### src/mim_pkg.sv
// Shared types, constants and arithmetic helpers for the mecanum input matrix block.
// No dependencies; mim_cfg, mim_front, mim_fifo, mim_back and the top level import this package.
package mim_pkg;

    localparam int WHEEL_COUNT = 4;

    // Configuration register indexes.
    localparam logic [7:0] REG_MASS            = 8'd0;
    localparam logic [7:0] REG_INERTIA         = 8'd1;
    localparam logic [7:0] REG_LINEAR_DAMPING  = 8'd2;
    localparam logic [7:0] REG_ANGULAR_DAMPING = 8'd3;
    localparam logic [7:0] REG_MOTOR_GAIN      = 8'd4;
    localparam logic [7:0] REG_WHEEL_RADIUS    = 8'd5;
    localparam logic [7:0] REG_HALF_LENGTH_X   = 8'd6;
    localparam logic [7:0] REG_HALF_LENGTH_Y   = 8'd7;

    // Wheel column codes.
    localparam logic [1:0] WHEEL_FL = 2'd0;
    localparam logic [1:0] WHEEL_FR = 2'd1;
    localparam logic [1:0] WHEEL_RL = 2'd2;
    localparam logic [1:0] WHEEL_RR = 2'd3;

    localparam logic signed [33:0] CORDIC_X0 = 34'sd652032874;
    localparam logic [31:0] MAG_FULL = 32'h8000_0000;

    // One angle as handed from the front to the back: the two heading
    // combinations c+s and c-s in sign and magnitude form.
    typedef struct packed {
        logic        neg_sum;
        logic [17:0] mag_sum;
        logic        neg_dif;
        logic [17:0] mag_dif;
    } t_job;

    // Values that follow from the configuration alone.
    typedef struct packed {
        logic [31:0] mass;
        logic [31:0] scale;
        logic [31:0] turn_mag;
        logic [31:0] lin_term;
        logic [31:0] ang_term;
    } t_derived;

    typedef enum logic [3:0] {
        CF_S_GO, CF_S_WAIT, CF_TAU, CF_T_GO, CF_T_WAIT,
        CF_L_GO, CF_L_WAIT, CF_A_GO, CF_A_WAIT, CF_DONE
    } t_cfg_state;

    typedef enum logic [2:0] {
        BK_IDLE, BK_MUL, BK_GO, BK_WAIT, BK_LOAD
    } t_back_state;

    function automatic logic signed [33:0] cordic_atan(input int idx);
        logic signed [33:0] v;
        case (idx)
            0:       v = 34'sd536870912;
            1:       v = 34'sd316933406;
            2:       v = 34'sd167458907;
            3:       v = 34'sd85004756;
            4:       v = 34'sd42667331;
            5:       v = 34'sd21354465;
            6:       v = 34'sd10679838;
            7:       v = 34'sd5340245;
            8:       v = 34'sd2670163;
            9:       v = 34'sd1335087;
            10:      v = 34'sd667544;
            11:      v = 34'sd333772;
            12:      v = 34'sd166886;
            13:      v = 34'sd83443;
            14:      v = 34'sd41722;
            default: v = 34'sd20861;
        endcase
        return v;
    endfunction

    // Limit a quotient to 2^31, the largest magnitude that still matters
    // for a signed 32-bit result.
    function automatic logic [31:0] cap_mag(input logic sat, input logic [31:0] quo);
        return (sat || quo[31]) ? MAG_FULL : quo;
    endfunction

    // Apply a sign to a capped magnitude with saturation.
    function automatic logic [31:0] sat_signed(input logic neg, input logic [31:0] mag);
        logic [31:0] r;
        if (!neg) begin
            r = (mag == MAG_FULL) ? 32'h7FFF_FFFF : mag;
        end else begin
            r = (mag == MAG_FULL) ? MAG_FULL : (32'd0 - mag);
        end
        return r;
    endfunction

endpackage

### src/mim_if.sv
// Handshake interfaces of the mecanum input matrix block: heading input,
// column output and configuration write channel. Depends on nothing.
interface mim_in_if;
    logic        valid;
    logic        ready;
    logic [15:0] heading_angle;
    modport source (output valid, output heading_angle, input ready);
    modport sink   (input valid, input heading_angle, output ready);
endinterface


### src/mim_front.sv
// Front part: accepts headings and runs a pipelined 16-stage CORDIC that
// yields the two heading combinations for the back. Depends on mim_pkg, mim_if.
module mim_front (
    input  logic          i_clk,
    input  logic          i_rst_n,
    mim_in_if.sink        i_angle,
    input  logic          i_cfg_ready,
    output mim_pkg::t_job o_job,
    output logic          o_job_valid,
    input  logic          i_job_ready
);
    import mim_pkg::*;

    localparam int STAGES = 16;

    logic [STAGES+1:0]  r_v;
    logic signed [33:0] r_x [0:STAGES];
    logic signed [33:0] r_y [0:STAGES];
    logic signed [33:0] r_z [0:STAGES];
    logic [1:0]         r_q [0:STAGES];
    t_job               r_job;
    logic               w_en;
    logic signed [33:0] w_c, w_s;
    logic signed [17:0] w_cq, w_sq;
    logic signed [18:0] w_sum, w_dif;

    function automatic logic signed [17:0] to_q16(input logic signed [33:0] v);
        logic signed [34:0] t;
        t = ($signed({v[33], v}) + 35'sd8192) >>> 14;
        if (t > 35'sd65536) t = 35'sd65536;
        if (t < -35'sd65536) t = -35'sd65536;
        return t[17:0];
    endfunction

    assign w_en          = !r_v[STAGES+1] || i_job_ready;
    assign i_angle.ready = w_en && i_cfg_ready;

    always_ff @(posedge i_clk) begin
        if (!i_rst_n) begin
            r_v <= '0;
        end else if (w_en) begin
            r_v <= {r_v[STAGES:0], i_angle.valid && i_angle.ready};
        end
    end

    always_ff @(posedge i_clk) begin
        if (w_en) begin
            r_x[0] <= CORDIC_X0;
            r_y[0] <= 34'sd0;
            r_z[0] <= $signed({4'd0, i_angle.heading_angle[13:0], 16'd0});
            r_q[0] <= i_angle.heading_angle[15:14];
        end
    end

    for (genvar k = 0; k < STAGES; k++) begin : g_stage
        always_ff @(posedge i_clk) begin
            if (w_en) begin
                r_q[k+1] <= r_q[k];
                if (!r_z[k][33]) begin
                    r_x[k+1] <= r_x[k] - (r_y[k] >>> k);
                    r_y[k+1] <= r_y[k] + (r_x[k] >>> k);
                    r_z[k+1] <= r_z[k] - cordic_atan(k);
                end else begin
                    r_x[k+1] <= r_x[k] + (r_y[k] >>> k);
                    r_y[k+1] <= r_y[k] - (r_x[k] >>> k);
                    r_z[k+1] <= r_z[k] + cordic_atan(k);
                end
            end
        end
    end

    // Quadrant fold, rounding to Q16.16 and the two combinations.
    always_comb begin
        case (r_q[STAGES])
            2'd0: begin w_c = r_x[STAGES];  w_s = r_y[STAGES];  end
            2'd1: begin w_c = -r_y[STAGES]; w_s = r_x[STAGES];  end
            2'd2: begin w_c = -r_x[STAGES]; w_s = -r_y[STAGES]; end
            default: begin w_c = r_y[STAGES]; w_s = -r_x[STAGES]; end
        endcase
        w_cq  = to_q16(w_c);
        w_sq  = to_q16(w_s);
        w_sum = {w_cq[17], w_cq} + {w_sq[17], w_sq};
        w_dif = {w_cq[17], w_cq} - {w_sq[17], w_sq};
    end

    always_ff @(posedge i_clk) begin
        if (w_en) begin
            r_job.neg_sum <= w_sum[18];
            r_job.mag_sum <= w_sum[18] ? 18'(-w_sum) : w_sum[17:0];
            r_job.neg_dif <= w_dif[18];
            r_job.mag_dif <= w_dif[18] ? 18'(-w_dif) : w_dif[17:0];
        end
    end

    assign o_job       = r_job;
    assign o_job_valid = r_v[STAGES+1];
endmodule

### src/flat_wrapper.sv
// flat-port wrapper written by rule: the top's interface ports become plain ports
module mim_front_flat import mim_pkg::*;
  (i_clk, i_rst_n, i_cfg_ready, o_job, o_job_valid, i_job_ready, i_angle_valid, i_angle_heading_angle, i_angle_ready);
  mim_in_if i_angle_i ();
  input  logic i_clk;
  input  logic i_rst_n;
  input  logic i_cfg_ready;
  output mim_pkg::t_job o_job;
  output logic o_job_valid;
  input  logic i_job_ready;
  input wire logic [$bits(i_angle_i.valid)-1:0] i_angle_valid;
  input wire logic [$bits(i_angle_i.heading_angle)-1:0] i_angle_heading_angle;
  output wire logic [$bits(i_angle_i.ready)-1:0] i_angle_ready;
  assign i_angle_i.valid = i_angle_valid;
  assign i_angle_i.heading_angle = i_angle_heading_angle;
  assign i_angle_ready = i_angle_i.ready;
  mim_front u_core (.i_clk(i_clk), .i_rst_n(i_rst_n), .i_angle(i_angle_i), .i_cfg_ready(i_cfg_ready), .o_job(o_job), .o_job_valid(o_job_valid), .i_job_ready(i_job_ready));
endmodule
### config.mk
export PLATFORM = sky130hd
export DESIGN_NAME = mim_front_flat
export DESIGN_NICKNAME = d
export VERILOG_FILES = /design/src/mim_pkg.sv /design/src/mim_if.sv /design/src/mim_front.sv /design/src/flat_wrapper.sv
export SDC_FILE = /design/constraint.sdc
export NUM_CORES = 2
export LEC_CHECK = 0
export BUFFER_PORTS_ARGS = -buffer_cell sky130_fd_sc_hd__buf_4
export CORE_MARGIN = 2
export CORE_UTILIZATION = 47
export CTS_BUF_LIST = sky130_fd_sc_hd__clkbuf_2 sky130_fd_sc_hd__clkbuf_4 sky130_fd_sc_hd__clkbuf_8
export CTS_CLUSTER_SIZE = 40
export DETAILED_ROUTE_END_ITERATION = 12
export GPL_TIMING_DRIVEN = 0
export SLEW_MARGIN = 10
export SYNTH_ARGS = -nofsm -noshare
export SYNTH_HDL_FRONTEND = slang
export SYNTH_SLANG_ARGS = --single-unit
### constraint.sdc
create_clock -name i_clk -period 11.2 [get_ports i_clk]
set_input_delay 2.24 -clock i_clk [delete_from_list [all_inputs] [get_ports i_clk]]
set_output_delay 2.24 -clock i_clk [all_outputs]
set_load 0.02 [all_outputs]
==> key figures <==
Drt
  • Vias/cell: 5.83
  • Drt pass-1 iters: 6
  • Detailed Route WL: 341 mm
  • Drt drc: 0
  • Final ANT Viol Nets: 0
  • 1st-iter DRT viols: 6961
  • Via count: 98.3k
  • Wire per inst: 20.2 µm

Yosys
  • Ys async rst share: 0%
  • Dominant cell type by area after synthesis: edfxtp_1
  • Post-synthesis sequential area ratio: 36.0%
  • Post-synth EDFFs: 1466
  • Gate Count Post-Synth: 12.8k
  • Area fraction of the dominant cell type after synthesis: 35.7%
  • Most common cell in the netlist: edfxtp_1
  • Synth cell types: 102
  • Cell area after synthesis: 123000 µm²
  • YS warnings: 0
  • Prevailing post-synth register cell: edfxtp_1
  • #FFs+latches synth: 1484
  • Post-synth top cells: edfxtp_1 (1466), ha_1 (1369), xnor2_1 (1211)
  • Area contributors post-synth: edfxtp_1 (36%), ha_1 (14%), xnor2_1 (8.6%)
  • Avg Synthesized Cell Area: 9.65 µm²

Die
  • Die height: 516 µm
  • Initial Util: 47.1%
  • CORE AREA: 262000 µm²
  • # rows: 188
  • Boundary pin count: 61
  • Chip Width: 516 µm
  • DIE AREA: 266000 µm²

Setup path
  • Arrival time at the worst endpoint: 10.64 ns
  • Crit Path Class: reg -> reg
  • Worst path required time: 11.88 ns
  • CP max FO: 10
  • Critical Path Source Type: register
  • Internal reg-to-reg setup slack: 1.25 ns
  • Max stage delay on crit path: 0.86 ns
  • CP most frequent cell: ha_1
  • CP max-delay cell: nor4_1
  • Crit. End Element: register

Placement
  • Placed instance area: 129000 µm²
  • Pre-CTS setup slack: 0.412 ns
  • DP HPWL: 273 mm
  • Buffers on Ports: 60
  • Dpl cells: 16.4k
  • RePlAce Congestion: 0.927

Finish
  • Area added between synthesis and finish: 9.09%
  • Final instance area: 134000 µm²
  • Non-Filler Instances: 16.9k
  • Share of cells above drive strength 1: 5.90%
  • Nets: 14.6k
  • Fin util: 51.4%
  • Fillers: 23.9k

CTS
  • Sink Count: 1484
  • H-tree depth: 5
  • Cts bufs inserted: 282
  • Reg clk slew, reported paths: 0.06 ns
  • Clk_lat worst skew: 1.03 ns
  • Post-cts resize count: 0
  • # hold bufs at CTS: 0
  • Post-CTS Setup Bufs: 0
  • CTS tree: built
  • CTS Buffer Depth: 4
  • Root buf cell: clkbuf_8

STA
  • Fin crit share: 88.9%
  • Slew @ Worst Pin: 1.28 ns
  • # setup viols final: 0
  • Fmax: 100 MHz
  • Slew Limit Fails: 0
  • Hold Fails Final Rpt: 0
  • Worst Setup Slack, final: 1.25 ns
  • Setup Skew: 0.0796 ns
  • Headroom to the max-slew limit: 14.7%
  • Min cycle time layout: 9.95 ns
  • RSZ-0062 raised after global routing: false

Global routing
  • Vias in the first global route: 95.4k
  • Grt total ovfl: 0
  • Total Routing Usage GR: 24.9%
  • First-pass GRT wire length: 530 mm
  • Initial antenna violation count: 4
  • Largest net degree at the start of global routing: 72

Outcome
  • Status: finished clean

Hold path
  • Hold Crit Class: reg -> reg

Job
  • MaxCap Viol Count: 0
## area by class of cell
class / instances / area [µm²] / share of cell area (%)
repair buffers: 85 / 1080 / 0.802
diodes: 10 / 25.0 / 0.0186
multi-input cells: 10600 / 76300 / 56.8
plain buffers: 199 / 806 / 0.599
well taps: 3515 / 4400 / 3.27
flip-flops and latches: 1484 / 44400 / 33.0
clock buffers: 370 / 4590 / 3.41
clock inverters: 125 / 1030 / 0.770
inverters: 470 / 1800 / 1.34
## cells by family (layout without fill, tap and decap cells)
family	count (synthesis)	in the layout	synth area share, %
multiplexers	118	118	1.12
buffers and inverters	669	1249	2.06
AO/OA/AOI/OAI	3599	3599	18.7
adder cells (fa/ha/maj)	1407	1407	14.5
AND/OR/NAND/NOR	3655	3655	14.6
other	1	12	0.00304
XOR/XNOR	1833	1833	13.0
flip-flops	1484	1484	36.0
## placed cells by master, fill, tap and decap left out, drive strengths merged, types with 50 or more instances in the layout
cell type	n
clkinv	91
buf	130
or4	50
or3	145
and3	97
nor4	119
a21o	451
nor2b	185
o41ai	69
and2	67
a21boi	52
o31ai	133
nand3	277
o21a	216
nand2	778
or2	78
xnor2	1211
clkbuf	524
xor2	621
o21ai	677
nand2b	261
ha	1369
nor3	401
a21oi	1155
nand4	81
a31oi	95
a211oi	120
inv	474
mux2i	68
nor2	1011
o21bai	169
edfxtp	1466
o211ai	65
## metrics by stage
| stage | hold slack (ns) | setup TNS [ns] |
|---|---|---|
| after floorplan | 0.400 | 0 |
| final | 0.412 | 0 |
| after detailed placement | 0.405 | 0 |
| after global placement | 0.403 | -24.43 |
| after global routing | 0.416 | 0 |
| after CTS | 0.410 | 0 |
## worst max-delay path, delay by kind of cell (launching register included)
family / cells / cell delay [ns]
AO/OA/AOI/OAI: 10 / 2.86
XOR/XNOR: 1 / 0.19
adder cells (fa/ha/maj): 4 / 1.38
buffers and inverters: 3 / 0.71
flip-flops: 1 / 0.41
multiplexers: 1 / 0.31
AND/OR/NAND/NOR: 11 / 3.77
## final timing paths
kind / endpoint / depth (start not counted) / startpoint
setup / recovery: u_core.o_job[24]$_DFFE_PN_ / 30 / u_core.r_y[16][6]$_DFFE_PP_
setup reg to reg: u_core.o_job[24]$_DFFE_PN_ / 30 / u_core.r_y[16][6]$_DFFE_PP_
hold reg to reg: u_core.r_q[0][4]$_DFFE_PN_ / 0 / u_core.r_q[0][2]$_DFFE_PN_
hold / removal: u_core.r_q[0][4]$_DFFE_PN_ / 0 / u_core.r_q[0][2]$_DFFE_PN_
## flip-flops by register name (all words and copies together) (netlist names)
name and count:
u_core.o_job 37, u_core.r_q 34, u_core.r_v 18, u_core.r_x 475, u_core.r_y 477, u_core.r_z 443
## per-layer routing
metal  wire length (µm)  track usage [%]  vias up
li1                   -                -    48400
met1             150000             32.3    46800
met2             162000             42.6     2495
met3              15800             3.12      602
met4              12300             8.84        0
met5                  0                0        -
Power is not shown: default switching activity piles up to over one toggle a cycle in this logic, so the estimate is an artifact.
