**src/mim_pkg.sv**
```systemverilog
// Shared types, constants and arithmetic helpers for the mecanum input matrix block.
// No dependencies; mim_cfg, mim_front, mim_fifo, mim_back and the top level import this package.
package mim_pkg;

    localparam int WHEEL_COUNT = 4;

    // Configuration register indexes.
    localparam logic [7:0] REG_MASS            = 8'd0;
    localparam logic [7:0] REG_INERTIA         = 8'd1;
    localparam logic [7:0] REG_LINEAR_DAMPING  = 8'd2;
    localparam logic [7:0] REG_ANGULAR_DAMPING = 8'd3;
    localparam logic [7:0] REG_MOTOR_GAIN      = 8'd4;
    localparam logic [7:0] REG_WHEEL_RADIUS    = 8'd5;
    localparam logic [7:0] REG_HALF_LENGTH_X   = 8'd6;
    localparam logic [7:0] REG_HALF_LENGTH_Y   = 8'd7;

    // Wheel column codes.
    localparam logic [1:0] WHEEL_FL = 2'd0;
    localparam logic [1:0] WHEEL_FR = 2'd1;
    localparam logic [1:0] WHEEL_RL = 2'd2;
    localparam logic [1:0] WHEEL_RR = 2'd3;

    localparam logic signed [33:0] CORDIC_X0 = 34'sd652032874;
    localparam logic [31:0] MAG_FULL = 32'h8000_0000;

    // One angle as handed from the front to the back: the two heading
    // combinations c+s and c-s in sign and magnitude form.
    typedef struct packed {
        logic        neg_sum;
        logic [17:0] mag_sum;
        logic        neg_dif;
        logic [17:0] mag_dif;
    } t_job;

    // Values that follow from the configuration alone.
    typedef struct packed {
        logic [31:0] mass;
        logic [31:0] scale;
        logic [31:0] turn_mag;
        logic [31:0] lin_term;
        logic [31:0] ang_term;
    } t_derived;

    typedef enum logic [3:0] {
        CF_S_GO, CF_S_WAIT, CF_TAU, CF_T_GO, CF_T_WAIT,
        CF_L_GO, CF_L_WAIT, CF_A_GO, CF_A_WAIT, CF_DONE
    } t_cfg_state;

    typedef enum logic [2:0] {
        BK_IDLE, BK_MUL, BK_GO, BK_WAIT, BK_LOAD
    } t_back_state;

    function automatic logic signed [33:0] cordic_atan(input int idx);
        logic signed [33:0] v;
        case (idx)
            0:       v = 34'sd536870912;
            1:       v = 34'sd316933406;
            2:       v = 34'sd167458907;
            3:       v = 34'sd85004756;
            4:       v = 34'sd42667331;
            5:       v = 34'sd21354465;
            6:       v = 34'sd10679838;
            7:       v = 34'sd5340245;
            8:       v = 34'sd2670163;
            9:       v = 34'sd1335087;
            10:      v = 34'sd667544;
            11:      v = 34'sd333772;
            12:      v = 34'sd166886;
            13:      v = 34'sd83443;
            14:      v = 34'sd41722;
            default: v = 34'sd20861;
        endcase
        return v;
    endfunction

    // Limit a quotient to 2^31, the largest magnitude that still matters
    // for a signed 32-bit result.
    function automatic logic [31:0] cap_mag(input logic sat, input logic [31:0] quo);
        return (sat || quo[31]) ? MAG_FULL : quo;
    endfunction

    // Apply a sign to a capped magnitude with saturation.
    function automatic logic [31:0] sat_signed(input logic neg, input logic [31:0] mag);
        logic [31:0] r;
        if (!neg) begin
            r = (mag == MAG_FULL) ? 32'h7FFF_FFFF : mag;
        end else begin
            r = (mag == MAG_FULL) ? MAG_FULL : (32'd0 - mag);
        end
        return r;
    endfunction

endpackage

```
**src/mim_if.sv**
```systemverilog


interface mim_out_if;
    logic               valid;
    logic               ready;
    logic [1:0]         wheel_index;
    logic signed [31:0] world_x_gain;
    logic signed [31:0] world_y_gain;
    logic signed [31:0] turn_gain;
    logic signed [31:0] linear_damping_term;
    logic signed [31:0] angular_damping_term;
    logic               last_column;
    modport source (output valid, output wheel_index, output world_x_gain,
                    output world_y_gain, output turn_gain, output linear_damping_term,
                    output angular_damping_term, output last_column, input ready);
    modport sink   (input valid, input wheel_index, input world_x_gain,
                    input world_y_gain, input turn_gain, input linear_damping_term,
                    input angular_damping_term, input last_column, output ready);
endinterface


```
**src/mim_div.sv**
```systemverilog
// Restoring divider, one quotient bit per cycle, 32-bit quotient with a
// saturation flag. Depends on nothing.
module mim_div (
    input  logic        i_clk,
    input  logic        i_rst_n,
    input  logic        i_start,
    input  logic [63:0] i_num,
    input  logic [31:0] i_den,
    output logic        o_busy,
    output logic        o_done,
    output logic [31:0] o_quo,
    output logic        o_sat
);
    logic        r_busy;
    logic        r_done;
    logic [5:0]  r_cnt;
    logic [63:0] r_rem;
    logic [62:0] r_dsh;
    logic [31:0] r_quo;
    logic        r_sat;
    logic        w_sat;
    logic        w_quick;
    logic        w_fit;

    // The quotient has at most 32 bits unless the dividend reaches den<<32;
    // a zero dividend always gives zero, even over a zero divisor.
    assign w_sat   = (i_num != 64'd0) && (i_num >= {i_den, 32'd0});
    assign w_quick = (i_num == 64'd0) || w_sat;
    assign w_fit   = r_rem >= {1'b0, r_dsh};

    always_ff @(posedge i_clk) begin
        if (!i_rst_n) begin
            r_busy <= 1'b0;
            r_done <= 1'b0;
            r_cnt  <= 6'd0;
        end else begin
            r_done <= (i_start && !r_busy && w_quick) || (r_busy && r_cnt == 6'd1);
            if (i_start && !r_busy) begin
                if (!w_quick) begin
                    r_busy <= 1'b1;
                    r_cnt  <= 6'd32;
                end
            end else if (r_busy) begin
                r_cnt <= r_cnt - 6'd1;
                if (r_cnt == 6'd1) begin
                    r_busy <= 1'b0;
                end
            end
        end
    end

    always_ff @(posedge i_clk) begin
        if (i_start && !r_busy) begin
            r_rem <= i_num;
            r_dsh <= {i_den, 31'd0};
            r_quo <= 32'd0;
            r_sat <= w_sat;
        end else if (r_busy) begin
            if (w_fit) begin
                r_rem <= r_rem - {1'b0, r_dsh};
            end
            r_quo <= {r_quo[30:0], w_fit};
            r_dsh <= {1'b0, r_dsh[62:1]};
        end
    end

    assign o_busy = r_busy;
    assign o_done = r_done;
    assign o_quo  = r_quo;
    assign o_sat  = r_sat;
endmodule

```
**src/mim_back.sv**
```systemverilog
// Back part: scales the heading combinations, divides by mass on two
// dividers and streams four wheel columns from an output bank.
// Depends on mim_pkg, mim_if, mim_div.
module mim_back (
    input  logic              i_clk,
    input  logic              i_rst_n,
    input  mim_pkg::t_job     i_job,
    input  logic              i_job_valid,
    output logic              o_job_pop,
    input  mim_pkg::t_derived i_drv,
    mim_out_if.source         o_col
);
    import mim_pkg::*;

    t_back_state r_state, n_state;
    t_job        r_job;
    logic [49:0] r_prod_sum, r_prod_dif;
    logic        r_done_sum, r_done_dif;
    logic [31:0] r_q_sum, r_q_dif;
    logic        r_bank_v;
    logic [1:0]  r_col;
    logic [31:0] r_g_sum, r_g_dif;
    logic        r_n_sum, r_n_dif;
    logic        w_start, w_load, w_free, w_xfer;
    logic        ds_busy, ds_done, ds_sat, dd_busy, dd_done, dd_sat;
    logic [31:0] ds_quo, dd_quo;

    assign w_xfer = o_col.valid && o_col.ready;
    assign w_free = !r_bank_v || (w_xfer && r_col == 2'(WHEEL_COUNT - 1));

    always_comb begin
        n_state = r_state;
        unique case (r_state)
            BK_IDLE: if (i_job_valid) n_state = BK_MUL;
            BK_MUL:                   n_state = BK_GO;
            BK_GO:                    n_state = BK_WAIT;
            BK_WAIT: begin
                if ((r_done_sum || ds_done) && (r_done_dif || dd_done)) n_state = BK_LOAD;
            end
            BK_LOAD: if (w_free)      n_state = BK_IDLE;
            default:                  n_state = BK_IDLE;
        endcase
    end

    always_comb begin
        o_job_pop = (r_state == BK_IDLE) && i_job_valid;
        w_start   = (r_state == BK_GO);
        w_load    = (r_state == BK_LOAD) && w_free;
    end

    always_ff @(posedge i_clk) begin
        if (!i_rst_n) begin
            r_state    <= BK_IDLE;
            r_done_sum <= 1'b0;
            r_done_dif <= 1'b0;
            r_bank_v   <= 1'b0;
            r_col      <= 2'd0;
        end else begin
            r_state <= n_state;
            if (w_start) begin
                r_done_sum <= 1'b0;
                r_done_dif <= 1'b0;
            end else begin
                if (ds_done) r_done_sum <= 1'b1;
                if (dd_done) r_done_dif <= 1'b1;
            end
            if (w_xfer) begin
                r_col <= (r_col == 2'(WHEEL_COUNT - 1)) ? 2'd0 : r_col + 2'd1;
            end
            if (w_load) begin
                r_bank_v <= 1'b1;
            end else if (w_xfer && r_col == 2'(WHEEL_COUNT - 1)) begin
                r_bank_v <= 1'b0;
            end
        end
    end

    always_ff @(posedge i_clk) begin
        if (o_job_pop) r_job <= i_job;
        if (r_state == BK_MUL) begin
            r_prod_sum <= {18'd0, i_drv.scale} * {32'd0, r_job.mag_sum};
            r_prod_dif <= {18'd0, i_drv.scale} * {32'd0, r_job.mag_dif};
        end
        if (ds_done) r_q_sum <= cap_mag(ds_sat, ds_quo);
        if (dd_done) r_q_dif <= cap_mag(dd_sat, dd_quo);
        if (w_load) begin
            r_g_sum <= r_q_sum;
            r_g_dif <= r_q_dif;
            r_n_sum <= r_job.neg_sum;
            r_n_dif <= r_job.neg_dif;
        end
    end

    mim_div u_div_sum (
        .i_clk (i_clk), .i_rst_n (i_rst_n), .i_start (w_start),
        .i_num ({14'd0, r_prod_sum}), .i_den (i_drv.mass),
        .o_busy (ds_busy), .o_done (ds_done), .o_quo (ds_quo), .o_sat (ds_sat)
    );

    mim_div u_div_dif (
        .i_clk (i_clk), .i_rst_n (i_rst_n), .i_start (w_start),
        .i_num ({14'd0, r_prod_dif}), .i_den (i_drv.mass),
        .o_busy (dd_busy), .o_done (dd_done), .o_quo (dd_quo), .o_sat (dd_sat)
    );

    // Left-front and right-rear share x = c+s and y = s-c; the other two
    // wheels use x = c-s and y = c+s.
    always_comb begin
        o_col.valid                = r_bank_v;
        o_col.wheel_index          = r_col;
        o_col.last_column          = (r_col == 2'(WHEEL_COUNT - 1));
        o_col.linear_damping_term  = i_drv.lin_term;
        o_col.angular_damping_term = i_drv.ang_term;
        case (r_col)
            WHEEL_FL, WHEEL_RR: begin
                o_col.world_x_gain = sat_signed(r_n_sum, r_g_sum);
                o_col.world_y_gain = sat_signed(!r_n_dif, r_g_dif);
            end
            default: begin
                o_col.world_x_gain = sat_signed(r_n_dif, r_g_dif);
                o_col.world_y_gain = sat_signed(r_n_sum, r_g_sum);
            end
        endcase
        case (r_col)
            WHEEL_FL, WHEEL_RL: o_col.turn_gain = sat_signed(1'b1, i_drv.turn_mag);
            default:            o_col.turn_gain = sat_signed(1'b0, i_drv.turn_mag);
        endcase
    end

    // The busy flags are only needed inside the dividers.
    logic w_unused;
    assign w_unused = ds_busy ^ dd_busy;
endmodule

```
**src/flat_wrapper.sv**
```systemverilog
// flat-port wrapper written by rule: the top's interface ports become plain ports
module mim_back_flat import mim_pkg::*;
  (i_clk, i_rst_n, i_job, i_job_valid, o_job_pop, i_drv, o_col_valid, o_col_wheel_index, o_col_world_x_gain, o_col_world_y_gain, o_col_turn_gain, o_col_linear_damping_term, o_col_angular_damping_term, o_col_last_column, o_col_ready);
  mim_out_if o_col_i ();
  input  logic i_clk;
  input  logic i_rst_n;
  input  mim_pkg::t_job i_job;
  input  logic i_job_valid;
  output logic o_job_pop;
  input  mim_pkg::t_derived i_drv;
  output wire logic [$bits(o_col_i.valid)-1:0] o_col_valid;
  output wire logic [$bits(o_col_i.wheel_index)-1:0] o_col_wheel_index;
  output wire logic [$bits(o_col_i.world_x_gain)-1:0] o_col_world_x_gain;
  output wire logic [$bits(o_col_i.world_y_gain)-1:0] o_col_world_y_gain;
  output wire logic [$bits(o_col_i.turn_gain)-1:0] o_col_turn_gain;
  output wire logic [$bits(o_col_i.linear_damping_term)-1:0] o_col_linear_damping_term;
  output wire logic [$bits(o_col_i.angular_damping_term)-1:0] o_col_angular_damping_term;
  output wire logic [$bits(o_col_i.last_column)-1:0] o_col_last_column;
  input wire logic [$bits(o_col_i.ready)-1:0] o_col_ready;
  assign o_col_valid = o_col_i.valid;
  assign o_col_wheel_index = o_col_i.wheel_index;
  assign o_col_world_x_gain = o_col_i.world_x_gain;
  assign o_col_world_y_gain = o_col_i.world_y_gain;
  assign o_col_turn_gain = o_col_i.turn_gain;
  assign o_col_linear_damping_term = o_col_i.linear_damping_term;
  assign o_col_angular_damping_term = o_col_i.angular_damping_term;
  assign o_col_last_column = o_col_i.last_column;
  assign o_col_i.ready = o_col_ready;
  mim_back u_core (.i_clk(i_clk), .i_rst_n(i_rst_n), .i_job(i_job), .i_job_valid(i_job_valid), .o_job_pop(o_job_pop), .i_drv(i_drv), .o_col(o_col_i));
endmodule
```
**config.mk**
```make
export PLATFORM = sky130hd
export DESIGN_NAME = mim_back_flat
export DESIGN_NICKNAME = d
export VERILOG_FILES = /design/src/mim_pkg.sv /design/src/mim_if.sv /design/src/mim_div.sv /design/src/mim_back.sv /design/src/flat_wrapper.sv
export SDC_FILE = /design/constraint.sdc
export NUM_CORES = 2
export LEC_CHECK = 0
export ABC_AREA = 0
export BUFFER_PORTS_ARGS = -buffer_cell sky130_fd_sc_hd__clkbuf_2
export CAP_MARGIN = 20
export CORE_MARGIN = 3
export CORE_UTILIZATION = 55
export CTS_CLUSTER_DIAMETER = 50
export CTS_CLUSTER_SIZE = 24
export DETAILED_ROUTE_END_ITERATION = 8
export PLACE_DENSITY_LB_ADDON = 0.3
export SKIP_CTS_REPAIR_TIMING = 1
export SYNTH_ARGS = -nofsm -noshare
export SYNTH_HDL_FRONTEND = slang
export SYNTH_SLANG_ARGS = --single-unit
```
**constraint.sdc**
```tcl
create_clock -name i_clk -period 6.05 [get_ports i_clk]
set_input_delay 0.3025 -clock i_clk [delete_from_list [all_inputs] [get_ports i_clk]]
set_output_delay 0.3025 -clock i_clk [all_outputs]
set_load 0.02 [all_outputs]
```
==> impl_metrics.toml <==
[worst_setup_path]
path_delay_family = "adder cells"
worst_setup_path_end_kind = "register"
max_stage_delay_ns = 0.56
cpMostUsedCell = "fa_1"
arrival_ns = 6.99
slowest_stage = "fa_1"
critPathLaunchType = "register"
required_ns = 6.44
path_buf_inv = 7
path_max_fanout = 4
crit_type = "register to register"

[route]
dr_wl_met3_um = 17400
drt_iter0_drc = 5051
drt_wl_total_um = 198000
wl_per_cell_um = 19.1
num_vias = 58100
drc = 0
wl_met1_um = 84300
wl_met2_um = 90200
postRouteAntennaNets = 0
highest_layer = "met5"
dr.pass1.iters = 6
viasPerCell = 5.61

[floorplanning]
num_io_pins = 367
die_area_sq_um = 134000
chipWidth_um = 366
coreArea_sq_um = 128000
initial_core_util = 0.557
fp.dieH_um = 366
num_rows = 131

[clocking]
cts.sinks = 612
cts_tree = "built"
clk_pin_slew_ns = 0.06
cts_buffer_depth = 3
numCtsBuffers = 70
worstSkewPairLatency_ns = 0.66
root_buffer = "clkbuf_16"
htree_levels = 3

[job]
drv_cap = 0

[global_routing]
grt_max_degree = 107
track_usage = 0.286
first_global_vias = 57900
gr-total-overflow = 0
grt_first_pass_wirelength_um = 310000
antenna_found_initial = 8

[yosys]
synth-compound-area-share = 0.115
syn-num-nets = 9696
avgSynthCellArea_sq_um = 8.81
synth_cell_types = 91
synth_seq_cells = 612
netlist_instances = 8112
synth_xor_area_frac = 0.0306
yosysSeqAreaShare = 0.232
yosysWarnings = 0
yosysTopAreaCell = "fa_1"
synthAdderAreaFrac = 0.343
synth.area.top_cells = "fa_1 (27%), edfxtp_1 (18%), ha_1 (7.4%)"
synthMuxAreaShare = 0.00489
syn_area_sq_um = 71400
synth_top_family_by_area = "adder cells"
synth-async-reset-ratio = 0
synth_edf_count = 434
synth_ff_type = "edfxtp_1"
synth_top_area_share = 0.270
yosys.area_share.simple = 0.174

[sta]
worst_pin_slew_ns = 1.06
fin_crit_ns = 6.59
fmaxAchievable_ghz = 0.152
hold_viol_final = 0
rsz0062_at_grt = "yes"
min_period_over_period = 1.09
drv_slew = 0
setup_violations = 39
setup_ws_ns = -0.545
slew_headroom = 0.295
fin_skew_ns = 0.0276
tns_ns = -13.05
holdWs_ns = 0.0173

[worst_hold_path]
min_path_type = "input pin to register"

[placed_design]
gp_congestion = 0.948
portBuffers = 238
hpwl_um = 155000

[outcome]
violations = "setup timing"
outcome = "complete, but fails checks"

[finish]
area_growth_pct = 15.9
nNetsFinal = 10100
drive_gt1_frac = 0.153
path summary, 6_finish.rpt:
path | start | end | slack (ns) | cells after the start
max | u_core.r_job[27] | u_core.r_prod_sum[49] | -0.54 | 25
min | i_job_valid | u_core.r_state[0] | 0.02 | 5
max reg2reg | u_core.r_job[27] | u_core.r_prod_sum[49] | -0.54 | 25
min reg2reg | u_core.r_q_dif[27] | u_core.r_g_dif[27] | 0.41 | 0
routing by layer:
layer,track usage,vias up
li1,-,26900
met2,0.454,2366
met3,0.0623,390
met5,0,-
met1,0.394,28500
met4,0.0822,8
cells by family after synthesis:
group           Yosys count
fa+ha+maj              1382
mux                      33
buf+inv                1841
xor+xnor                250
compound gates         1346
simple gates           2648
flops                   612
per-stage QoR:
step / instances / instance area (sq um) / worst slack, ns / util
floorplan: 8112 / 72100 / -0.233 / -
global placement: 10100 / 77900 / -0.595 / 0.607
detailed placement: 10100 / 77900 / -0.729 / 0.607
CTS: 10300 / 80400 / -0.712 / 0.626
global route: 10300 / 82800 / -0.827 / 0.645
finish: 10400 / 82800 / -0.545 / 0.645
layout by cell type (no fill, tap or decap), types with 26 or more instances in the layout:
master / instances
edfxtp_1: 434
nor4_1: 46
xor2_1: 89
or3_1: 32
a31oi_1: 26
ha_4: 31
nor2_1: 343
nand4_1: 59
xnor2_1: 149
fa_1: 920
o21ai_0: 324
ha_1: 386
fa_2: 42
buf_12: 71
nand3_1: 70
o31ai_1: 80
a21o_1: 97
clkbuf_16: 80
buf_4: 499
inv_2: 46
inv_1: 1282
nand2_1: 1285
nor2b_1: 46
o21ai_1: 68
and2_1: 498
clkbuf_2: 238
a21oi_1: 394
dfxtp_1: 176
buf_6: 30
o21a_1: 44
nor3_1: 85
o21bai_1: 33
dlygate4sd3_1: 37
synth_stat cells (50+ instances only):
| library cell | instances |
|---|---|
| dfxtp_1 | 178 |
| clkbuf_1 | 420 |
| nor4_1 | 50 |
| fa_1 | 962 |
| xnor2_1 | 157 |
| nand3_1 | 77 |
| o21ai_0 | 336 |
| a21o_1 | 98 |
| xor2_1 | 93 |
| inv_1 | 1328 |
| and2_1 | 523 |
| o31ai_1 | 84 |
| a21oi_1 | 419 |
| nor2_1 | 353 |
| edfxtp_1 | 434 |
| nand2_1 | 1296 |
| buf_4 | 66 |
| o21ai_1 | 66 |
| nor3_1 | 87 |
| nand4_1 | 59 |
| ha_1 | 420 |
sequential cells by signal, indices dropped and copies added, names as in the netlist, 38 cells and up:
name,cells
u_core.r_job,38
u_core.u_div_dif.r_dsh,63
u_core.u_div_sum.r_rem,64
u_core.u_div_sum.r_dsh,63
u_core.r_prod_dif,50
u_core.u_div_dif.r_rem,64
u_core.r_prod_sum,50
tightest hold or removal path: stages:
cell	delay, ns
clkbuf_2	0.09
nor2_1	0.04
nor2_1	0.08
a21oi_1	0.05
nor2_1	0.08
final cells by class:
type,instances,area (sq um)
Multi-Input combinational cell,5659,49100
Clock inverter,55,688
Antenna cell,3,7.51
Tap cell,1729,2160
Inverter,1329,4990
Timing Repair Buffer,888,7350
Clock buffer,75,1820
Fill cell,10300,45600
Sequential cell,612,16600
Power is left out: the tool's default activity adds up to more than one toggle a clock period on the data nets, which glitch-free logic cannot reach.
