File: src/mim_pkg.sv
// Shared types, constants and arithmetic helpers for the mecanum input matrix block.
// No dependencies; mim_cfg, mim_front, mim_fifo, mim_back and the top level import this package.
package mim_pkg;

    localparam int WHEEL_COUNT = 4;

    // Configuration register indexes.
    localparam logic [7:0] REG_MASS            = 8'd0;
    localparam logic [7:0] REG_INERTIA         = 8'd1;
    localparam logic [7:0] REG_LINEAR_DAMPING  = 8'd2;
    localparam logic [7:0] REG_ANGULAR_DAMPING = 8'd3;
    localparam logic [7:0] REG_MOTOR_GAIN      = 8'd4;
    localparam logic [7:0] REG_WHEEL_RADIUS    = 8'd5;
    localparam logic [7:0] REG_HALF_LENGTH_X   = 8'd6;
    localparam logic [7:0] REG_HALF_LENGTH_Y   = 8'd7;

    // Wheel column codes.
    localparam logic [1:0] WHEEL_FL = 2'd0;
    localparam logic [1:0] WHEEL_FR = 2'd1;
    localparam logic [1:0] WHEEL_RL = 2'd2;
    localparam logic [1:0] WHEEL_RR = 2'd3;

    localparam logic signed [33:0] CORDIC_X0 = 34'sd652032874;
    localparam logic [31:0] MAG_FULL = 32'h8000_0000;

    // One angle as handed from the front to the back: the two heading
    // combinations c+s and c-s in sign and magnitude form.
    typedef struct packed {
        logic        neg_sum;
        logic [17:0] mag_sum;
        logic        neg_dif;
        logic [17:0] mag_dif;
    } t_job;

    // Values that follow from the configuration alone.
    typedef struct packed {
        logic [31:0] mass;
        logic [31:0] scale;
        logic [31:0] turn_mag;
        logic [31:0] lin_term;
        logic [31:0] ang_term;
    } t_derived;

    typedef enum logic [3:0] {
        CF_S_GO, CF_S_WAIT, CF_TAU, CF_T_GO, CF_T_WAIT,
        CF_L_GO, CF_L_WAIT, CF_A_GO, CF_A_WAIT, CF_DONE
    } t_cfg_state;

    typedef enum logic [2:0] {
        BK_IDLE, BK_MUL, BK_GO, BK_WAIT, BK_LOAD
    } t_back_state;

    function automatic logic signed [33:0] cordic_atan(input int idx);
        logic signed [33:0] v;
        case (idx)
            0:       v = 34'sd536870912;
            1:       v = 34'sd316933406;
            2:       v = 34'sd167458907;
            3:       v = 34'sd85004756;
            4:       v = 34'sd42667331;
            5:       v = 34'sd21354465;
            6:       v = 34'sd10679838;
            7:       v = 34'sd5340245;
            8:       v = 34'sd2670163;
            9:       v = 34'sd1335087;
            10:      v = 34'sd667544;
            11:      v = 34'sd333772;
            12:      v = 34'sd166886;
            13:      v = 34'sd83443;
            14:      v = 34'sd41722;
            default: v = 34'sd20861;
        endcase
        return v;
    endfunction

    // Limit a quotient to 2^31, the largest magnitude that still matters
    // for a signed 32-bit result.
    function automatic logic [31:0] cap_mag(input logic sat, input logic [31:0] quo);
        return (sat || quo[31]) ? MAG_FULL : quo;
    endfunction

    // Apply a sign to a capped magnitude with saturation.
    function automatic logic [31:0] sat_signed(input logic neg, input logic [31:0] mag);
        logic [31:0] r;
        if (!neg) begin
            r = (mag == MAG_FULL) ? 32'h7FFF_FFFF : mag;
        end else begin
            r = (mag == MAG_FULL) ? MAG_FULL : (32'd0 - mag);
        end
        return r;
    endfunction

endpackage

File: src/mim_if.sv


interface mim_cfg_if;
    logic        valid;
    logic        ready;
    logic [7:0]  index;
    logic [31:0] data;
    modport source (output valid, output index, output data, input ready);
    modport sink   (input valid, input index, input data, output ready);
endinterface

File: src/mim_div.sv
// Restoring divider, one quotient bit per cycle, 32-bit quotient with a
// saturation flag. Depends on nothing.
module mim_div (
    input  logic        i_clk,
    input  logic        i_rst_n,
    input  logic        i_start,
    input  logic [63:0] i_num,
    input  logic [31:0] i_den,
    output logic        o_busy,
    output logic        o_done,
    output logic [31:0] o_quo,
    output logic        o_sat
);
    logic        r_busy;
    logic        r_done;
    logic [5:0]  r_cnt;
    logic [63:0] r_rem;
    logic [62:0] r_dsh;
    logic [31:0] r_quo;
    logic        r_sat;
    logic        w_sat;
    logic        w_quick;
    logic        w_fit;

    // The quotient has at most 32 bits unless the dividend reaches den<<32;
    // a zero dividend always gives zero, even over a zero divisor.
    assign w_sat   = (i_num != 64'd0) && (i_num >= {i_den, 32'd0});
    assign w_quick = (i_num == 64'd0) || w_sat;
    assign w_fit   = r_rem >= {1'b0, r_dsh};

    always_ff @(posedge i_clk) begin
        if (!i_rst_n) begin
            r_busy <= 1'b0;
            r_done <= 1'b0;
            r_cnt  <= 6'd0;
        end else begin
            r_done <= (i_start && !r_busy && w_quick) || (r_busy && r_cnt == 6'd1);
            if (i_start && !r_busy) begin
                if (!w_quick) begin
                    r_busy <= 1'b1;
                    r_cnt  <= 6'd32;
                end
            end else if (r_busy) begin
                r_cnt <= r_cnt - 6'd1;
                if (r_cnt == 6'd1) begin
                    r_busy <= 1'b0;
                end
            end
        end
    end

    always_ff @(posedge i_clk) begin
        if (i_start && !r_busy) begin
            r_rem <= i_num;
            r_dsh <= {i_den, 31'd0};
            r_quo <= 32'd0;
            r_sat <= w_sat;
        end else if (r_busy) begin
            if (w_fit) begin
                r_rem <= r_rem - {1'b0, r_dsh};
            end
            r_quo <= {r_quo[30:0], w_fit};
            r_dsh <= {1'b0, r_dsh[62:1]};
        end
    end

    assign o_busy = r_busy;
    assign o_done = r_done;
    assign o_quo  = r_quo;
    assign o_sat  = r_sat;
endmodule

File: src/mim_cfg.sv
// Configuration registers and the sequencer that derives the wheel scale,
// turn magnitude and damping terms from them. Depends on mim_pkg, mim_if, mim_div.
module mim_cfg (
    input  logic                i_clk,
    input  logic                i_rst_n,
    mim_cfg_if.sink             i_cfg,
    output mim_pkg::t_derived   o_drv,
    output logic                o_ready
);
    import mim_pkg::*;

    logic [31:0] r_mass, r_inertia, r_lin, r_ang, r_gain, r_radius, r_hx, r_hy;
    logic [31:0] r_scale, r_tau, r_turn, r_lin_t, r_ang_t;
    t_cfg_state  r_state, n_state;
    logic        w_write;
    logic        div_start, div_busy, div_done, div_sat;
    logic [63:0] div_num;
    logic [31:0] div_den, div_quo, w_cap;
    logic [32:0] w_lever;
    logic [64:0] w_prod;

    assign w_write     = i_cfg.valid && i_cfg.ready;
    assign i_cfg.ready = 1'b1;
    assign w_lever     = {1'b0, r_hx} + {1'b0, r_hy};
    assign w_prod      = {33'd0, r_scale} * {32'd0, w_lever};
    assign w_cap       = cap_mag(div_sat, div_quo);

    always_comb begin
        n_state = r_state;
        unique case (r_state)
            CF_S_GO:   if (!div_busy) n_state = CF_S_WAIT;
            CF_S_WAIT: if (div_done)  n_state = CF_TAU;
            CF_TAU:                   n_state = CF_T_GO;
            CF_T_GO:   if (!div_busy) n_state = CF_T_WAIT;
            CF_T_WAIT: if (div_done)  n_state = CF_L_GO;
            CF_L_GO:   if (!div_busy) n_state = CF_L_WAIT;
            CF_L_WAIT: if (div_done)  n_state = CF_A_GO;
            CF_A_GO:   if (!div_busy) n_state = CF_A_WAIT;
            CF_A_WAIT: if (div_done)  n_state = CF_DONE;
            CF_DONE:                  n_state = CF_DONE;
            default:                  n_state = CF_S_GO;
        endcase
        if (w_write) n_state = CF_S_GO;
    end

    always_comb begin
        div_start = 1'b0;
        div_num   = {16'd0, r_gain, 16'd0};
        div_den   = r_radius;
        unique case (r_state)
            CF_S_GO: div_start = !div_busy && !w_write;
            CF_T_GO: begin
                div_start = !div_busy && !w_write;
                div_num   = {16'd0, r_tau, 16'd0};
                div_den   = r_inertia;
            end
            CF_L_GO: begin
                div_start = !div_busy && !w_write;
                div_num   = {16'd0, r_lin, 16'd0};
                div_den   = r_mass;
            end
            CF_A_GO: begin
                div_start = !div_busy && !w_write;
                div_num   = {16'd0, r_ang, 16'd0};
                div_den   = r_inertia;
            end
            default: div_start = 1'b0;
        endcase
    end

    always_ff @(posedge i_clk) begin
        if (!i_rst_n) begin
            r_state  <= CF_S_GO;
            r_mass   <= 32'h0001_0000;
            r_inertia <= 32'h0001_0000;
            r_lin    <= 32'd0;
            r_ang    <= 32'd0;
            r_gain   <= 32'h0001_0000;
            r_radius <= 32'h0001_0000;
            r_hx     <= 32'd0;
            r_hy     <= 32'd0;
        end else begin
            r_state <= n_state;
            if (w_write) begin
                case (i_cfg.index)
                    REG_MASS:            r_mass    <= i_cfg.data;
                    REG_INERTIA:         r_inertia <= i_cfg.data;
                    REG_LINEAR_DAMPING:  r_lin     <= i_cfg.data;
                    REG_ANGULAR_DAMPING: r_ang     <= i_cfg.data;
                    REG_MOTOR_GAIN:      r_gain    <= i_cfg.data;
                    REG_WHEEL_RADIUS:    r_radius  <= i_cfg.data;
                    REG_HALF_LENGTH_X:   r_hx      <= i_cfg.data;
                    REG_HALF_LENGTH_Y:   r_hy      <= i_cfg.data;
                    default: ;
                endcase
            end
        end
    end

    always_ff @(posedge i_clk) begin
        if (div_done && !w_write) begin
            case (r_state)
                CF_S_WAIT: r_scale <= div_sat ? 32'hFFFF_FFFF : div_quo;
                CF_T_WAIT: r_turn  <= w_cap;
                CF_L_WAIT: r_lin_t <= sat_signed(1'b1, w_cap);
                CF_A_WAIT: r_ang_t <= sat_signed(1'b1, w_cap);
                default: ;
            endcase
        end
        if (r_state == CF_TAU) begin
            r_tau <= (w_prod[64:48] != 17'd0) ? 32'hFFFF_FFFF : w_prod[47:16];
        end
    end

    mim_div u_div (
        .i_clk   (i_clk),
        .i_rst_n (i_rst_n),
        .i_start (div_start),
        .i_num   (div_num),
        .i_den   (div_den),
        .o_busy  (div_busy),
        .o_done  (div_done),
        .o_quo   (div_quo),
        .o_sat   (div_sat)
    );

    assign o_drv.mass     = r_mass;
    assign o_drv.scale    = r_scale;
    assign o_drv.turn_mag = r_turn;
    assign o_drv.lin_term = r_lin_t;
    assign o_drv.ang_term = r_ang_t;
    assign o_ready        = (r_state == CF_DONE);
endmodule

File: src/flat_wrapper.sv
// flat-port wrapper written by rule: the top's interface ports become plain ports
module mim_cfg_flat import mim_pkg::*;
  (i_clk, i_rst_n, o_drv, o_ready, i_cfg_valid, i_cfg_index, i_cfg_data, i_cfg_ready);
  mim_cfg_if i_cfg_i ();
  input  logic i_clk;
  input  logic i_rst_n;
  output mim_pkg::t_derived o_drv;
  output logic o_ready;
  input wire logic [$bits(i_cfg_i.valid)-1:0] i_cfg_valid;
  input wire logic [$bits(i_cfg_i.index)-1:0] i_cfg_index;
  input wire logic [$bits(i_cfg_i.data)-1:0] i_cfg_data;
  output wire logic [$bits(i_cfg_i.ready)-1:0] i_cfg_ready;
  assign i_cfg_i.valid = i_cfg_valid;
  assign i_cfg_i.index = i_cfg_index;
  assign i_cfg_i.data = i_cfg_data;
  assign i_cfg_ready = i_cfg_i.ready;
  mim_cfg u_core (.i_clk(i_clk), .i_rst_n(i_rst_n), .i_cfg(i_cfg_i), .o_drv(o_drv), .o_ready(o_ready));
endmodule
File: config.mk
export PLATFORM = sky130hd
export DESIGN_NAME = mim_cfg_flat
export DESIGN_NICKNAME = d
export VERILOG_FILES = /design/src/mim_pkg.sv /design/src/mim_if.sv /design/src/mim_div.sv /design/src/mim_cfg.sv /design/src/flat_wrapper.sv
export SDC_FILE = /design/constraint.sdc
export NUM_CORES = 2
export LEC_CHECK = 0
export ABC_AREA = 0
export BUFFER_PORTS_ARGS = -buffer_cell sky130_fd_sc_hd__buf_4
export CORE_UTILIZATION = 65
export DETAILED_ROUTE_END_ITERATION = 10
export PLACE_DENSITY_LB_ADDON = 0.12
export SLEW_MARGIN = 20
export SYNTH_ARGS = -nofsm -noshare
export SYNTH_HDL_FRONTEND = slang
export SYNTH_HIERARCHICAL = 1
export SYNTH_SLANG_ARGS = --single-unit
File: constraint.sdc
create_clock -name i_clk -period 16.19 [get_ports i_clk]
set_input_delay 2.4285 -clock i_clk [delete_from_list [all_inputs] [get_ports i_clk]]
set_output_delay 2.4285 -clock i_clk [all_outputs]
set_load 0.005 [all_outputs]
==> summary.txt <==
Outcome
  • Status: complete, no violations

Clock tree
  • Post_cts resized: 0
  • Post CTS Setup Buffer Count: 0
  • Max H-tree Level: 2
  • Clk buf depth: 3
  • Clk root buf: clkbuf_16
  • Clock Latency Late Sink: 720 ps
  • Num CTS Buffers: 61
  • Clock Sinks: 588
  • CTS Hold Bufs: 0
  • CTS tree: yes
  • Clk pin slew, worst setup/hold paths: 70 ps

Synth
  • Top FF cell, synth: dfxtp_1
  • Synth Register Bits: 588
  • Post-synth top area cell: fa_1
  • Yosys warning total: 6
  • Sequential share of the synthesized area: 0.2116
  • Most frequent cell after synthesis: nand2_1
  • Mapped Cells: 7733
  • Synth Cell Area: about 68000 µm²
  • Top cell type's share of synthesized area: 0.2738
  • EDFF count, synth: 257
  • Post-synth cell types: 100
  • Commonest cells post-synth: nand2_1, inv_1, fa_1
  • Ys async rst share: 0
  • Synth top area cells: fa_1, edfxtp_1, dfxtp_1
  • Post-Syn Area per Cell: roughly 9 µm²

Final layout
  • Fin util: 0.7016
  • # nets final: 9010
  • P&R area growth vs syn: 7.121%
  • Share of cells above drive strength 1: 0.07414

STA
  • Worst Tran Pin Value: about 1100 ps
  • Final hold viol count: 0
  • RSZ-0062 raised after global routing: false
  • Final period utilization: 0.7070
  • Post-route setup slack: 4743 ps
  • Setup TNS: 0 ps
  • Crit path time final: 11450 ps
  • Clock skew: between 70 and 80 ps
  • Final setup viols: 0
  • Hold_ws: approximately 450 ps
  • Max Transition Viols Final: 0
  • F_max: 0.08736 GHz
  • Slew headroom: 0.2849

Worst setup path
  • R2R Setup Slk: roughly 4700 ps
  • Worst Path Required: 16590 ps
  • CP arrival: 11850 ps
  • CP peak stage delay: 580 ps
  • Slowest-stage cell, CP: buf_4
  • Critical path class: reg2reg
  • Critical R2R Capture: u_core/r_tau[23]$_SDFFCE_PP1P_
  • FF-to-FF Start: u_core/r_hx[0]$_SDFFE_PN0P_
  • Most used cell, CP: fa_1
  • Crit path capture: u_core/r_tau[23]$_SDFFCE_PP1P_
  • CP Launch Point: u_core/r_hx[0]$_SDFFE_PN0P_
  • Crit path capture type: flop
  • CP Max Fanout: 32
  • Startpoint types: flop
  • R2R depth: 39

Drt
  • DRC viols: 0
  • DR WL/cell: 22.07 µm
  • DRT Pass-1 Iters: 8
  • Starting DRC count in detailed routing: 4543
  • Vias: between 50000 and 60000
  • WL final: about 200000 µm
  • Vias/cell: 6.007
  • Post-DRT Antenna Nets: 0

Global route
  • Vias in the first global route: 55930
  • Global-route wire length before repair: 315800 µm
  • Grt ovf: 0
  • GRT busiest layer: met2
  • GRT Total Usage: 0.3844
  • Initial antenna violation count: 0
  • Met1 usage: 0.4855
  • Global-route track usage on met2: 0.6293
  • Pin count of the biggest net entering global routing: 147
  • Met3 Usage GRT: 0.07025

Floorplan
  • Die area: 105600 µm²
  • IO Count: 205
  • Die W: 324.9 µm
  • Chip height: 324.9 µm
  • Starting density of the core: 0.6549
  • # rows: between 100 and 150
  • Total core area: a little over 100000 µm²

Placement
  • GPL Wtd Cong: 0.9492
  • Post-place setup slack: 4932 ps
  • DPL Wire Length: between 100000 and 150000 µm
  • PortBufs: 203

Hold path
  • Hold crit path type: reg2reg
  • Hold path cells: 2

Flow run
  • Max_cap viols: 0

Power and ir drop
  • Power Dens Cells: 68.91 nW/µm²
  • Pwr Total: 5.004 mW
  • P_leak: 32.79 nW
  • Worst vdd ir: about 130 µV
==> power breakdown <==
part           internal, mW  leakage [nW]  switching [mW]  total, mW
sequential             1.75          5.09          0.0603       1.81
combinational         0.609          26.6           0.996       1.60
clock                 0.934          1.10           0.651       1.58
==> metrics by stage <==
| stage | cells | cell area (µm²) |
|---|---|---|
| finish | 9088 | 72610 |
| global route | 9082 | 72590 |
| CTS | 9082 | 72590 |
| detailed placement | 8966 | 70290 |
| global placement | 8966 | 70290 |
| floorplan | 7812 | 68080 |
==> worst min path at each step <==
stage               slack [ps]                                   to                                 from
global route               480   u_core/u_div/r_dsh[9]$_SDFFE_PP0P_  u_core/u_div/r_dsh[10]$_SDFFE_PP0P_
finish                     450  u_core/u_div/r_dsh[11]$_SDFFE_PP0P_  u_core/u_div/r_dsh[12]$_SDFFE_PP0P_
global placement           430  u_core/u_div/r_dsh[13]$_SDFFE_PP0P_  u_core/u_div/r_dsh[14]$_SDFFE_PP0P_
detailed placement         440  u_core/u_div/r_dsh[11]$_SDFFE_PP0P_  u_core/u_div/r_dsh[12]$_SDFFE_PP0P_
floorplan                  430  u_core/u_div/r_dsh[10]$_SDFFE_PP0P_  u_core/u_div/r_dsh[11]$_SDFFE_PP0P_
CTS                        450  u_core/u_div/r_dsh[11]$_SDFFE_PP0P_  u_core/u_div/r_dsh[12]$_SDFFE_PP0P_
==> sequential cells by signal, summed over array words and instances, names as in the netlist <==
name and count:
u_core/u_div/o_done 1, u_core/r_inertia 32, u_core/r_hy 32, u_core/r_scale 32, u_core/u_div/r_cnt 6, u_core/r_hx 32
u_core/r_gain 32, u_core/r_radius 32, u_core/r_ang 32, u_core/u_div/o_sat 1, u_core/u_div/o_quo 32, u_core/r_mass 32
u_core/u_div/r_dsh 63, u_core/r_turn 32, u_core/r_state 4, u_core/r_tau 32, u_core/u_div/r_rem 64, u_core/r_ang_t 32
u_core/r_lin_t 32, u_core/r_lin 32, u_core/u_div/o_busy 1
==> per-layer routing <==
layer | wire length, µm | vias up
li1 | - | 24350
met1 | 77500 | 27150
met2 | 94710 | 2499
met3 | 16230 | 591
met4 | 12150 | 0
met5 | 0 | -
==> layout make-up <==
| cell class | count | area [µm²] |
|---|---|---|
| Antenna cell | 6 | 15.01 |
| Clock buffer | 75 | 1703 |
| Clock inverter | 41 | 598.1 |
| Fill cell | 8198 | 30890 |
| Inverter | 1105 | 4148 |
| Multi-Input combinational cell | 5580 | 47720 |
| Sequential cell | 588 | 14350 |
| Tap cell | 1380 | 1727 |
| Timing Repair Buffer | 313 | 2354 |
==> worst max-delay path: cells and delay by family (launching register included) <==
| family | cells | cell delay [ps] |
|---|---|---|
| compound gates | 9 | 2200 |
| simple gates | 8 | 1680 |
| xor+xnor | 1 | 140 |
| buf+inv | 9 | 1320 |
| mux | 1 | 200 |
| fa+ha+maj | 11 | 5210 |
| flops | 1 | 330 |
==> cell usage in the layout (no fill, tap or decap), types with 20 or more instances in the layout <==
master,n
a222oi_1,21
nor4_1,43
nand2_1,1362
nor3_1,39
or4_1,28
or2_2,38
dfxtp_1,329
o21bai_1,29
a21boi_0,258
a21o_1,90
conb_1,81
mux2i_1,76
fa_1,927
nor2b_1,69
o21ai_1,23
inv_1,1104
a31oi_1,20
clkbuf_16,64
a22oi_1,35
o31ai_1,41
a221o_1,35
nand2b_1,110
and3_1,24
a21oi_1,233
xnor2_1,70
ha_1,388
buf_4,312
nand3_1,68
nor2_1,247
edfxtp_1,257
o21ai_0,186
nand4_1,89
and2_1,592
xor2_1,51
==> cell families (layout without fill, tap and decap cells) <==
group,count (synthesis),count (layout),share of synthesized area
AO/OA/AOI/OAI,1126,1126,0.1141
XOR/XNOR,146,146,0.01887
adder cells (fa/ha/maj),1318,1318,0.3460
buffers and inverters,1644,1534,0.09392
flip-flops,588,588,0.2116
multiplexers,90,90,0.01353
other,2,87,0.0001108
AND/OR/NAND/NOR,2819,2819,0.2019
Note: power is estimated with default switching activity, not from simulation.
